===== src/sv/stes_pkg.sv =====
// ----------------------------------------------------------------------------
// stes_pkg: shared two-ended stack types and codes
// Transfer payload types, operation and status codes and the
// controller-to-datapath command group.
// ----------------------------------------------------------------------------
package stes_pkg;

   localparam logic [1:0] FUNC_PUSH  = 2'd0;
   localparam logic [1:0] FUNC_POP   = 2'd1;
   localparam logic [1:0] FUNC_CLEAR = 2'd2;

   localparam logic STACK_LOW  = 1'b0;
   localparam logic STACK_HIGH = 1'b1;

   localparam logic [1:0] ST_DONE  = 2'd0;
   localparam logic [1:0] ST_FULL  = 2'd1;
   localparam logic [1:0] ST_EMPTY = 2'd2;

   typedef struct packed {
      logic [1:0]         func;
      logic               which_stack;
      logic signed [31:0] push_value;
   } req_type;

   typedef struct packed {
      logic [1:0]         status;
      logic signed [31:0] pop_value;
      logic [7:0]         low_count;
      logic [7:0]         high_count;
   } rsp_type;

   typedef struct packed {
      logic load;
      logic exec;
   } cmd_type;

endpackage


===== src/sv/stes_ctrl.sv =====
// ----------------------------------------------------------------------------
// stes_ctrl: transfer sequencing for the shared two-ended stack
// Takes an item, runs the execute state in the datapath and holds the
// result until the receiver takes it.
// ----------------------------------------------------------------------------
module stes_ctrl
   import stes_pkg::*;
(
   input  logic    clock,
   input  logic    reset,
   input  logic    req_valid,
   output logic    req_stall,
   output logic    rsp_valid,
   input  logic    rsp_stall,
   output cmd_type cmd
);

   typedef enum logic [2:0] {
      S_IDLE = 3'b001,
      S_EXEC = 3'b010,
      S_DONE = 3'b100
   } state_type;

   state_type state_ff;
   state_type state_in;
   logic      take;

   assign req_stall = !((state_ff == S_IDLE) || ((state_ff == S_DONE) && !rsp_stall));
   assign rsp_valid = (state_ff == S_DONE);
   assign take      = req_valid && !req_stall;

   always_comb begin
      cmd.load = take;
      cmd.exec = (state_ff == S_EXEC);
      case (state_ff)
         S_IDLE: begin
            state_in = take ? S_EXEC : S_IDLE;
         end
         S_EXEC: begin
            state_in = S_DONE;
         end
         S_DONE: begin
            if (rsp_stall) begin
               state_in = S_DONE;
            end else if (take) begin
               state_in = S_EXEC;
            end else begin
               state_in = S_IDLE;
            end
         end
         default: begin
            state_in = S_IDLE;
         end
      endcase
   end

   always_ff @(posedge clock) begin
      if (reset) begin
         state_ff <= S_IDLE;
      end else begin
         state_ff <= state_in;
      end
   end

endmodule


===== src/sv/stes_dpath.sv =====
// ----------------------------------------------------------------------------
// stes_dpath: shared two-ended stack datapath
// Item register, both stack counts, the shared word memory and the
// result register.
// ----------------------------------------------------------------------------
module stes_dpath
   import stes_pkg::*;
#(
   parameter int DEPTH = 128
)
(
   input  logic    clock,
   input  logic    reset,
   input  cmd_type cmd,
   input  req_type req_data,
   output rsp_type rsp_data
);

   localparam int AW = (DEPTH > 2) ? $clog2(DEPTH) : 1;
   localparam int CW = $clog2(DEPTH + 1);
   localparam logic [CW:0]   DEPTH_W = (CW + 1)'(DEPTH);
   localparam logic [AW-1:0] TOP_ADDR = AW'(DEPTH - 1);

   logic [31:0] mem [DEPTH];

   req_type       item_ff;
   logic [CW-1:0] low_ff, low_in;
   logic [CW-1:0] high_ff, high_in;
   logic [1:0]    status_ff, status_in;
   logic          popped_ff, popped_in;
   logic [31:0]   rd_data_ff;

   logic [CW:0]   used;
   logic          full;
   logic [CW-1:0] low_m1, high_m1;
   logic          wr_en, rd_en;
   logic [AW-1:0] addr;
   logic [CW+7:0] low_ext, high_ext;

   assign used    = {1'b0, low_ff} + {1'b0, high_ff};
   assign full    = (used >= DEPTH_W);
   assign low_m1  = low_ff - 1'b1;
   assign high_m1 = high_ff - 1'b1;

   always_comb begin
      low_in    = low_ff;
      high_in   = high_ff;
      status_in = ST_DONE;
      popped_in = 1'b0;
      wr_en     = 1'b0;
      rd_en     = 1'b0;
      addr      = low_ff[AW-1:0];
      case (item_ff.func)
         FUNC_PUSH: begin
            if (full) begin
               status_in = ST_FULL;
            end else if (item_ff.which_stack == STACK_LOW) begin
               wr_en  = 1'b1;
               addr   = low_ff[AW-1:0];
               low_in = low_ff + 1'b1;
            end else begin
               wr_en   = 1'b1;
               addr    = TOP_ADDR - high_ff[AW-1:0];
               high_in = high_ff + 1'b1;
            end
         end
         FUNC_POP: begin
            if (item_ff.which_stack == STACK_LOW) begin
               if (low_ff == '0) begin
                  status_in = ST_EMPTY;
               end else begin
                  rd_en     = 1'b1;
                  popped_in = 1'b1;
                  addr      = low_m1[AW-1:0];
                  low_in    = low_m1;
               end
            end else begin
               if (high_ff == '0) begin
                  status_in = ST_EMPTY;
               end else begin
                  rd_en     = 1'b1;
                  popped_in = 1'b1;
                  addr      = TOP_ADDR - high_m1[AW-1:0];
                  high_in   = high_m1;
               end
            end
         end
         FUNC_CLEAR: begin
            if (item_ff.which_stack == STACK_LOW) begin
               low_in = '0;
            end else begin
               high_in = '0;
            end
         end
         default: begin
            status_in = ST_DONE;
         end
      endcase
   end

   always_ff @(posedge clock) begin
      if (cmd.load) begin
         item_ff <= req_data;
      end
      if (cmd.exec) begin
         status_ff <= status_in;
         popped_ff <= popped_in;
      end
      if (cmd.exec && wr_en) begin
         mem[addr] <= item_ff.push_value;
      end
      if (cmd.exec && rd_en) begin
         rd_data_ff <= mem[addr];
      end
   end

   always_ff @(posedge clock) begin
      if (reset) begin
         low_ff  <= '0;
         high_ff <= '0;
      end else if (cmd.exec) begin
         low_ff  <= low_in;
         high_ff <= high_in;
      end
   end

   assign low_ext  = {8'd0, low_ff};
   assign high_ext = {8'd0, high_ff};

   assign rsp_data.status     = status_ff;
   assign rsp_data.pop_value  = popped_ff ? rd_data_ff : 32'd0;
   assign rsp_data.low_count  = low_ext[7:0];
   assign rsp_data.high_count = high_ext[7:0];

endmodule


===== src/sv/shared_two_ended_stack_unit.sv =====
// ----------------------------------------------------------------------------
// shared_two_ended_stack_unit: two stacks in one shared word memory
// Usage:
//   req_ channel carries one operation (push, pop or clear) on the low or
//   high stack; a transfer completes when req_valid is high and req_stall
//   is low. rsp_ channel returns exactly one result per item: status, the
//   popped word and both stack counts after the item.
//   A transferred request passes through the item register, executes
//   against the memory in the execute state, and its result (memory read
//   data included) is registered in the result register.
//   When the receiver does not stall, a new request is taken in the same
//   cycle the previous result transfers.
//   The item register and the execute state do not overlap, so no new item
//   is taken while the previous one executes.
//   While the receiver stalls, the result holds and req_stall stays high.
//   Reset empties both stacks; memory contents are not cleared and are
//   only ever read after being written.
// ----------------------------------------------------------------------------
module shared_two_ended_stack_unit
   import stes_pkg::*;
#(
   parameter int DEPTH = 128
)
(
   input  logic    clock,
   input  logic    reset,
   input  logic    req_valid,
   output logic    req_stall,
   input  req_type req_data,
   output logic    rsp_valid,
   input  logic    rsp_stall,
   output rsp_type rsp_data
);

   cmd_type cmd;

   stes_ctrl u_ctrl (
      .clock     (clock),
      .reset     (reset),
      .req_valid (req_valid),
      .req_stall (req_stall),
      .rsp_valid (rsp_valid),
      .rsp_stall (rsp_stall),
      .cmd       (cmd)
   );

   stes_dpath #(
      .DEPTH (DEPTH)
   ) u_dpath (
      .clock    (clock),
      .reset    (reset),
      .cmd      (cmd),
      .req_data (req_data),
      .rsp_data (rsp_data)
   );

   a_latency: assert property (@(posedge clock) disable iff (reset)
      (req_valid && !req_stall) |=> !rsp_valid ##1 rsp_valid)
      else $error("result not presented two cycles after request transfer");

   a_hold_off: assert property (@(posedge clock) disable iff (reset)
      (rsp_valid && rsp_stall) |-> req_stall)
      else $error("request taken while result is stalled");

   a_status_code: assert property (@(posedge clock) disable iff (reset)
      rsp_valid |-> (rsp_data.status == ST_DONE || rsp_data.status == ST_FULL ||
                     rsp_data.status == ST_EMPTY))
      else $error("illegal status code");

   a_refused_zero: assert property (@(posedge clock) disable iff (reset)
      (rsp_valid && rsp_data.status != ST_DONE) |-> (rsp_data.pop_value == 32'sd0))
      else $error("refused operation returned a word");

endmodule

===== config.mk =====
export PLATFORM = sky130hd
export DESIGN_NAME = shared_two_ended_stack_unit
export DESIGN_NICKNAME = d
export VERILOG_FILES = /design/src/sv/stes_pkg.sv /design/src/sv/stes_ctrl.sv /design/src/sv/stes_dpath.sv /design/src/sv/shared_two_ended_stack_unit.sv
export SDC_FILE = /design/constraint.sdc
export NUM_CORES = 2
export LEC_CHECK = 0
export BUFFER_PORTS_ARGS = -buffer_cell sky130_fd_sc_hd__buf_2
export CAP_MARGIN = 40
export CORE_ASPECT_RATIO = 0.9
export CORE_UTILIZATION = 29
export CTS_CLUSTER_SIZE = 30
export DETAILED_ROUTE_END_ITERATION = 10
export PLACE_DENSITY_LB_ADDON = 0.15
export SYNTH_ARGS = -nofsm -noshare
export SYNTH_HDL_FRONTEND = slang
export SYNTH_SLANG_ARGS = --single-unit

===== constraint.sdc =====
create_clock -name clock -period 10.9 [get_ports clock]
set_clock_uncertainty 0.2 [all_clocks]
set_input_delay 0.545 -clock clock [delete_from_list [all_inputs] [get_ports clock]]
set_output_delay 0.545 -clock clock [all_outputs]
set_load 0.01 [all_outputs]

# --- Yosys cells after proc, flatten, opt, wreduce, memory -nomap -nowiden ---
# Memories as Yosys holds them, arrays and structs flattened. A register that Yosys moved wholly into a read port is not among the register bits.
# Index checks and enable logic that the tools add are counted.
classes:
  n_addsub: 7
  n_mul: 0
  div_mod_pow: 0
  n_lt_le_gt_ge: 1
  n_eq_ne: 14
  n_shift: 0
  mux: 35
  bitwise_logic: 0
  n_reduce_logical: 13
ops:
  columns: ["operator", "n"]
  rows:
  - ["2-to-1 mux 8 bit", 10]
  - ["case mux 8 bit (3 select lines)", 2]
  - ["2-to-1 mux 7 bit", 5]
  - ["2-to-1 mux 32 bit", 1]
  - ["adder 8 x 1 -> 8 bit (second input constant)", 2]
  - ["logical NOT 8 bit", 2]
  - ["subtractor 8 x 1 -> 8 bit (second input constant)", 2]
  - ["case mux 7 bit (2 select lines)", 1]
  - ["AND reduction 7 bit", 2]
  - ["subtractor 7 bit (first input constant)", 2]
  - ["!= test 2 bit (second input constant)", 6]
  - ["adder 8 x 8 -> 9 bit", 1]
  - ["greater-or-equal comparator 9 x 8 -> 1 bit (second input constant)", 1]
  - ["2-to-1 mux 1 bit", 9]
  - ["case mux 3 bit (3 select lines)", 1]
  - ["2-to-1 mux 2 bit", 4]
  - ["!= test 2 x 1 -> 1 bit (second input constant)", 3]
  - ["logical AND 1 bit", 4]
  - ["case mux 2 bit (2 select lines)", 1]
  - ["== test 3 x 1 -> 1 bit (second input constant)", 1]
  - ["== test 3 x 2 -> 1 bit (second input constant)", 1]
  - ["== test 3 bit (second input constant)", 1]
  - ["2-to-1 mux 3 bit", 1]
  - ["nonzero test 3 bit", 1]
  - ["5 further kinds", 6]
word_totals:
  ff_bits: 57
  latchBits: 0
  mem_bits_rw: 4096
  rom_bits: 0
  in_bits: 39
  out_inout_bits: 52
  wordCells: 79
  n_memories: 1
mem_list:
  columns: ["name", "words", "word_bits", "read_ports", "rd_clocked_by_memory_dff", "write_ports", "line_no", "text"]
  rows:
  - ["u_dpath.mem", 128, 32, 1, 1, 1, "stes_dpath.sv:24", "logic [31:0] mem [DEPTH];"]

# --- Depth between registers and ports, before layout ---
logic_depth:
  ltp_word: 7
  ltp_mapped: 20
  depth_no_buf: 13

# --- By module ---
# A second synthesis with hierarchy kept.
hier_totals:
  hier_cells: 10332
  area_unflattened_um2: 164718.0
by_module_without_submodules:
  columns: ["module", "instances", "cells_each", "area_each_um2", "seq_area_each_um2"]
  rows:
  - ["stes_dpath", 1, 10311, 164552.8, 125420.3]
  - ["stes_ctrl", 1, 21, 165.2, 60.1]

# --- Worst setup path before layout ---
# Ideal clock, no wire load.
synth_timing:
  kind: "flip-flop to flip-flop"
  start: "register u_dpath.high_ff[0]"
  end: "memory u_dpath.mem[83][0], enable pin"
  setup_ns: 0.421
  arrival_ns: 4.819
  required_time_ns: 10.279
  slack_ns: 5.460
  stages_incl_launch_ff: 17
  path_buffers: 5
  cell_sequence: "dfxtp_1 -> ha_1 -> fa_1 -> a211oi_1 -> o21ai_1 -> a31oi_2 -> nand3_4 -> mux2_4 -> and2_1 -> buf_2 -> buf_6 -> nor2_4 -> buf_4 -> buf_4 -> nand2_1 -> clkbuf_1 -> nor2_1"
synth_via:
  elab_chain_cells: 7
  elab_cells_between_ends: 16
synth_rtl:
  columns: ["item", "line_no", "text"]
  rows:
  - ["start, declared", "stes_dpath.sv:28", "logic [CW-1:0] high_ff, high_in;"]
  - ["start signal, assigned", "stes_dpath.sv:123", "high_ff <= high_in;"]
  - ["adder 8 x 8 -> 9 bit", "stes_dpath.sv:40", "assign used = {1'b0, low_ff} + {1'b0, high_ff};"]
  - ["greater-or-equal comparator 9 x 8 -> 1 bit", "stes_dpath.sv:41", "assign full = (used >= DEPTH_W);"]
  - ["2-to-1 mux 1 bit", "stes_dpath.sv:55", "if (full) begin"]
  - ["2-to-1 mux 1 bit", "stes_dpath.sv:53", "case (item_ff.func)"]
  - ["logical AND 1 bit", "stes_dpath.sv:109", "if (cmd.exec && wr_en) begin"]
  - ["2-to-1 mux 1 bit", "stes_dpath.sv:109", null]
  - ["2-to-1 mux 1 bit (not written as such)", "stes_dpath.sv:110", "mem[addr] <= item_ff.push_value;"]
  - ["end, declared", "stes_dpath.sv:24", null]
# Parallel ways exist; a longest one is shown, timed or not.

# --- Worst setup path in the final report ---
layout_timing:
  start: "register u_dpath.high_ff[0]"
  end: "register u_dpath.rd_data_ff[7], read port of u_dpath.mem, data pin"
layout_via:
  elab_chain_cells: 5
  elab_cells_between_ends: 15
layout_rtl:
  columns: ["item", "line_no", "text"]
  rows:
  - ["subtractor 8 x 1 -> 8 bit / logical NOT 8 bit (equally long branches)", "stes_dpath.sv:43, stes_dpath.sv:78", null]
  - ["subtractor 7 bit / 2-to-1 mux 1 bit (equally long branches)", "stes_dpath.sv:83, stes_dpath.sv:78", null]
  - ["2-to-1 mux 7 bit / 2-to-1 mux 1 bit (equally long branches)", "stes_dpath.sv:78, stes_dpath.sv:68", null]
  - ["2-to-1 mux 7 bit / 2-to-1 mux 1 bit (equally long branches)", "stes_dpath.sv:68, stes_dpath.sv:53", null]
  - ["case mux 7 bit (2 select lines) / logical AND 1 bit (equally long branches)", "stes_dpath.sv:53, stes_dpath.sv:112", null]
  - ["end, declared", "stes_dpath.sv:31", "logic [31:0] rd_data_ff;"]
# Parallel ways exist; a longest one is shown, timed or not.
# A chain may end at the register's enable or synchronous reset.

==> flow_metrics.py <==
metrics = {
    "cells_and_area": {
        "synthToLayoutAreaGrowth_pct": 17.5,
        "nNetsFinal": 11218,
        "post-route-util_pct": 34.3,
        "final_area_um2": 194000,
        "drive_gt1_share_pct": 13.4,
    },
    "worst_setup_path": {
        "crit_path_max_incr_delay_ps": 730,
        "critPathLaunchType": "register",
        "end_kind": "register",
        "worstPathCellList": "ha_1 > fa_1 > a211oi_1 > o21ai_1 > a31oi_2 > a41oi_1 > o311a_4 > buf_4 > nand2_8 > buf_12 > o22a_1 > a41oi_1 > buf_4 > a311oi_2 > nand4_1",
        "critPathRequiredTime_ps": 11380,
        "cpMaxStageDelayCell": "a311oi_2",
        "critPathMaxFanout": 70,
        "worst-setup-path-type": "reg2reg",
        "worstPathArrival_ps": 7540,
        "r2r_slack_ps": 3830,
    },
    "synth": {
        "ys_seq_elements": 4185,
        "synthCells": 10698,
        "async_flop_share_pct": 0,
        "synth_flop_cell": "edfxtp_1",
        "synth_enable_flop_cells": 4166,
        "syn-mean-instance-area_um2": 15.4,
        "yosysSeqAreaShare_pct": 76.0,
        "yosysWarnings": 0,
        "yosysUniqueCellTypes": 82,
        "netlist_area_um2": 165000,
        "synthesis.nets": 10755,
    },
    "clock_tree": {
        "clkLatencyLatePin_ps": 1050,
        "ctsHoldBuffers": 71,
        "cts-resized-gates": 0,
        "cts_setup_buffers": 0,
        "cts_made_buffers": 453,
        "cts_tree": "done",
        "clock_path_buffers": 4,
        "path_clk_slew_ps": 60,
        "clock-sinks": 4185,
        "htreeDepth": 5,
        "root_buffer": "clkbuf_16",
    },
    "sta": {
        "setup_viol": 0,
        "slew_violations": 0,
        "final.period_utilization_pct": 64.9,
        "worstMarginPinSlew_ps": 1040,
        "min_period_ps": 7070,
        "hold_violations": 0,
        "max_freq_ghz": 0.141,
        "relSlewSlack_pct": 29.0,
        "final.setup.tns_ps": 0,
        "rsz0062_at_grt": "false",
    },
    "routing": {
        "routedWlPerCell_um": 30.8,
        "vias_per_cell": 5.18,
        "vias": 98986,
        "drtIter0Drc": 11452,
        "routed_wirelength_mm": 588,
        "drc": 0,
        "postRouteAntennaNets": 0,
        "drt_pass1_iterations": 6,
    },
    "global_route": {
        "overflow": 0,
        "grt_max_degree": 150,
        "grt_pass1_vias": 96342,
        "antenna_found_initial": 50,
        "track_usage_pct": 19.9,
        "grt_pass1_wl_mm": 807,
    },
    "floorplanning": {
        "initial_core_util_pct": 29.2,
        "core_um2": 566000,
        "die_w_um": 797,
        "die-area_um2": 572000,
        "rows": 262,
        "fp.dieH_um": 718,
        "io_pins": 91,
    },
    "run_status": {
        "status": "complete, no violations",
    },
    "flow_run": {
        "maxCapViolCount": 0,
    },
    "place": {
        "gp_congestion": 0.817,
        "port_buffers": 90,
        "dpl-instance-area_um2": 179000,
        "dp_hpwl_mm": 336,
    },
    "worst_hold_path": {
        "min_path_type": "in2reg",
    },
    "power": {
        "power.leakage_nw": 67.7,
        "power_density_nw_per_um2": 186,
        "vdd_drop_max_v": 0.000134,
    },
}
[through the flow]
step / cells / worst slack [ps] / power (mW) / hold slack, ps
final: 19111 / 3830 / 36.1 / 94.2
after global routing: 19089 / 3710 / 37.1 / 42.5
after CTS: 19063 / 3890 / 36.4 / 4.91
after detailed placement: 18153 / 3920 / 21.2 / 357
after global placement: 18013 / 1830 / 21.1 / 335
after floorplan: 10698 / 5460 / 19.7 / 305
[path summary, 6_finish.rpt]
check / start / to / cells past startpoint
worst max-delay path: u_dpath.high_ff[0]$_SDFFE_PP0P_ / u_dpath.rd_data_ff[7]$_DFFE_PP_ / 15
worst min-delay path: req_data[11] / u_dpath.item_ff[11]$_DFFE_PP_ / 2
worst max register to register: u_dpath.high_ff[0]$_SDFFE_PP0P_ / u_dpath.rd_data_ff[7]$_DFFE_PP_ / 15
worst min register to register: u_dpath.item_ff[3]$_DFFE_PP_ / u_dpath.mem[54][3]$_DFFE_PP_ / 0
[cell type report]
cell class,instances,area [um2]
clock inverter,285,2650
antenna,42,105
multi-input combinational,5791,38000
inverter,13,48.8
fill,53996,372000
sequential,4185,125000
clock buffer,554,11900
tap,7524,9410
timing repair buffer,717,6470
[layout by cell type (no fill, tap or decap), types with 64 or more instances in the layout]
cell / count
a2111oi_0: 246
a21oi_1: 107
a32o_1: 96
a32oi_1: 64
a41oi_1: 84
and3_1: 67
buf_2: 109
buf_4: 424
clkbuf_1: 92
clkbuf_16: 457
clkinv_1: 112
clkinv_2: 100
dlygate4sd3_1: 71
edfxtp_1: 4166
mux2i_1: 1041
nand2_1: 2174
nand3_1: 697
nand4_1: 69
nor2_1: 65
nor2_4: 131
o22a_1: 339
[routing by layer]
metal | track usage, % | vias to the layer above | wire length [um]
met2 | 31.9 | 3297 | 273000
li1 | - | 42459 | -
met1 | 28.9 | 52602 | 268000
met3 | 2.37 | 622 | 34200
met4 | 4.29 | 6 | 12600
met5 | 0 | - | 34
[state kept, by name (all words and copies together), names as in the netlist]
name,flops
u_dpath.high_ff,8
u_ctrl.state_ff,3
u_dpath.rd_data_ff,32
u_dpath.item_ff,35
u_dpath.popped_ff,1
u_dpath.low_ff,8
u_dpath.status_ff,2
u_dpath.mem,4096
[where the power goes]
part	internal [mW]	total (mW)	switching, mW	leakage (nW)
sequential	17.8	17.8	0.0164	37.6
combinational	0.814	3.05	2.23	23.0
clock	8.68	15.2	6.53	7.13
total	27.3	36.1	8.78	67.7
[critical path, delay by kind of cell, from the launching register on]
kind	cells	cell delay, ps
AOI/OAI and AO/OA	8	3100
adders and majority gates	2	690
buffers and inverters	3	1120
DFF	1	430
and+or+nand+nor	2	970
[kinds of logic after synthesis]
logic type,Yosys count,synth area share (%)
flip-flops,4185,76.0
AND/OR/NAND/NOR,3448,8.91
AO/OA/AOI/OAI,1276,6.60
multiplexers,1043,6.33
buffers and inverters,722,1.97
adder cells (fa/ha/maj),18,0.141
XOR/XNOR,6,0.0318
[synthesized netlist by cell type, types with 19 or more instances]
library cell	number	area (um2)
nor4_1	36	225
a32o_1	96	961
o22a_1	339	2970
buf_2	284	1420
and2_1	47	294
nor3_1	73	365
a311oi_1	30	263
buf_4	21	158
a221o_1	63	631
a41oi_1	92	806
o21ai_0	19	95.1
a2111oi_0	252	2210
clkbuf_1	331	1240
nand2_1	2188	8210
nand3_1	702	3510
o22ai_1	24	150
dfxtp_1	19	380
mux2i_1	1041	10400
a32oi_1	64	561
nor2_1	206	773
buf_1	58	218
o211ai_1	33	248
a21oi_1	107	536
edfxtp_1	4166	125000
nand4_1	69	432
and3_1	68	425
a31oi_1	39	244
a221oi_2	31	465
a21o_1	36	270
Power figures use the tool's default switching activity.
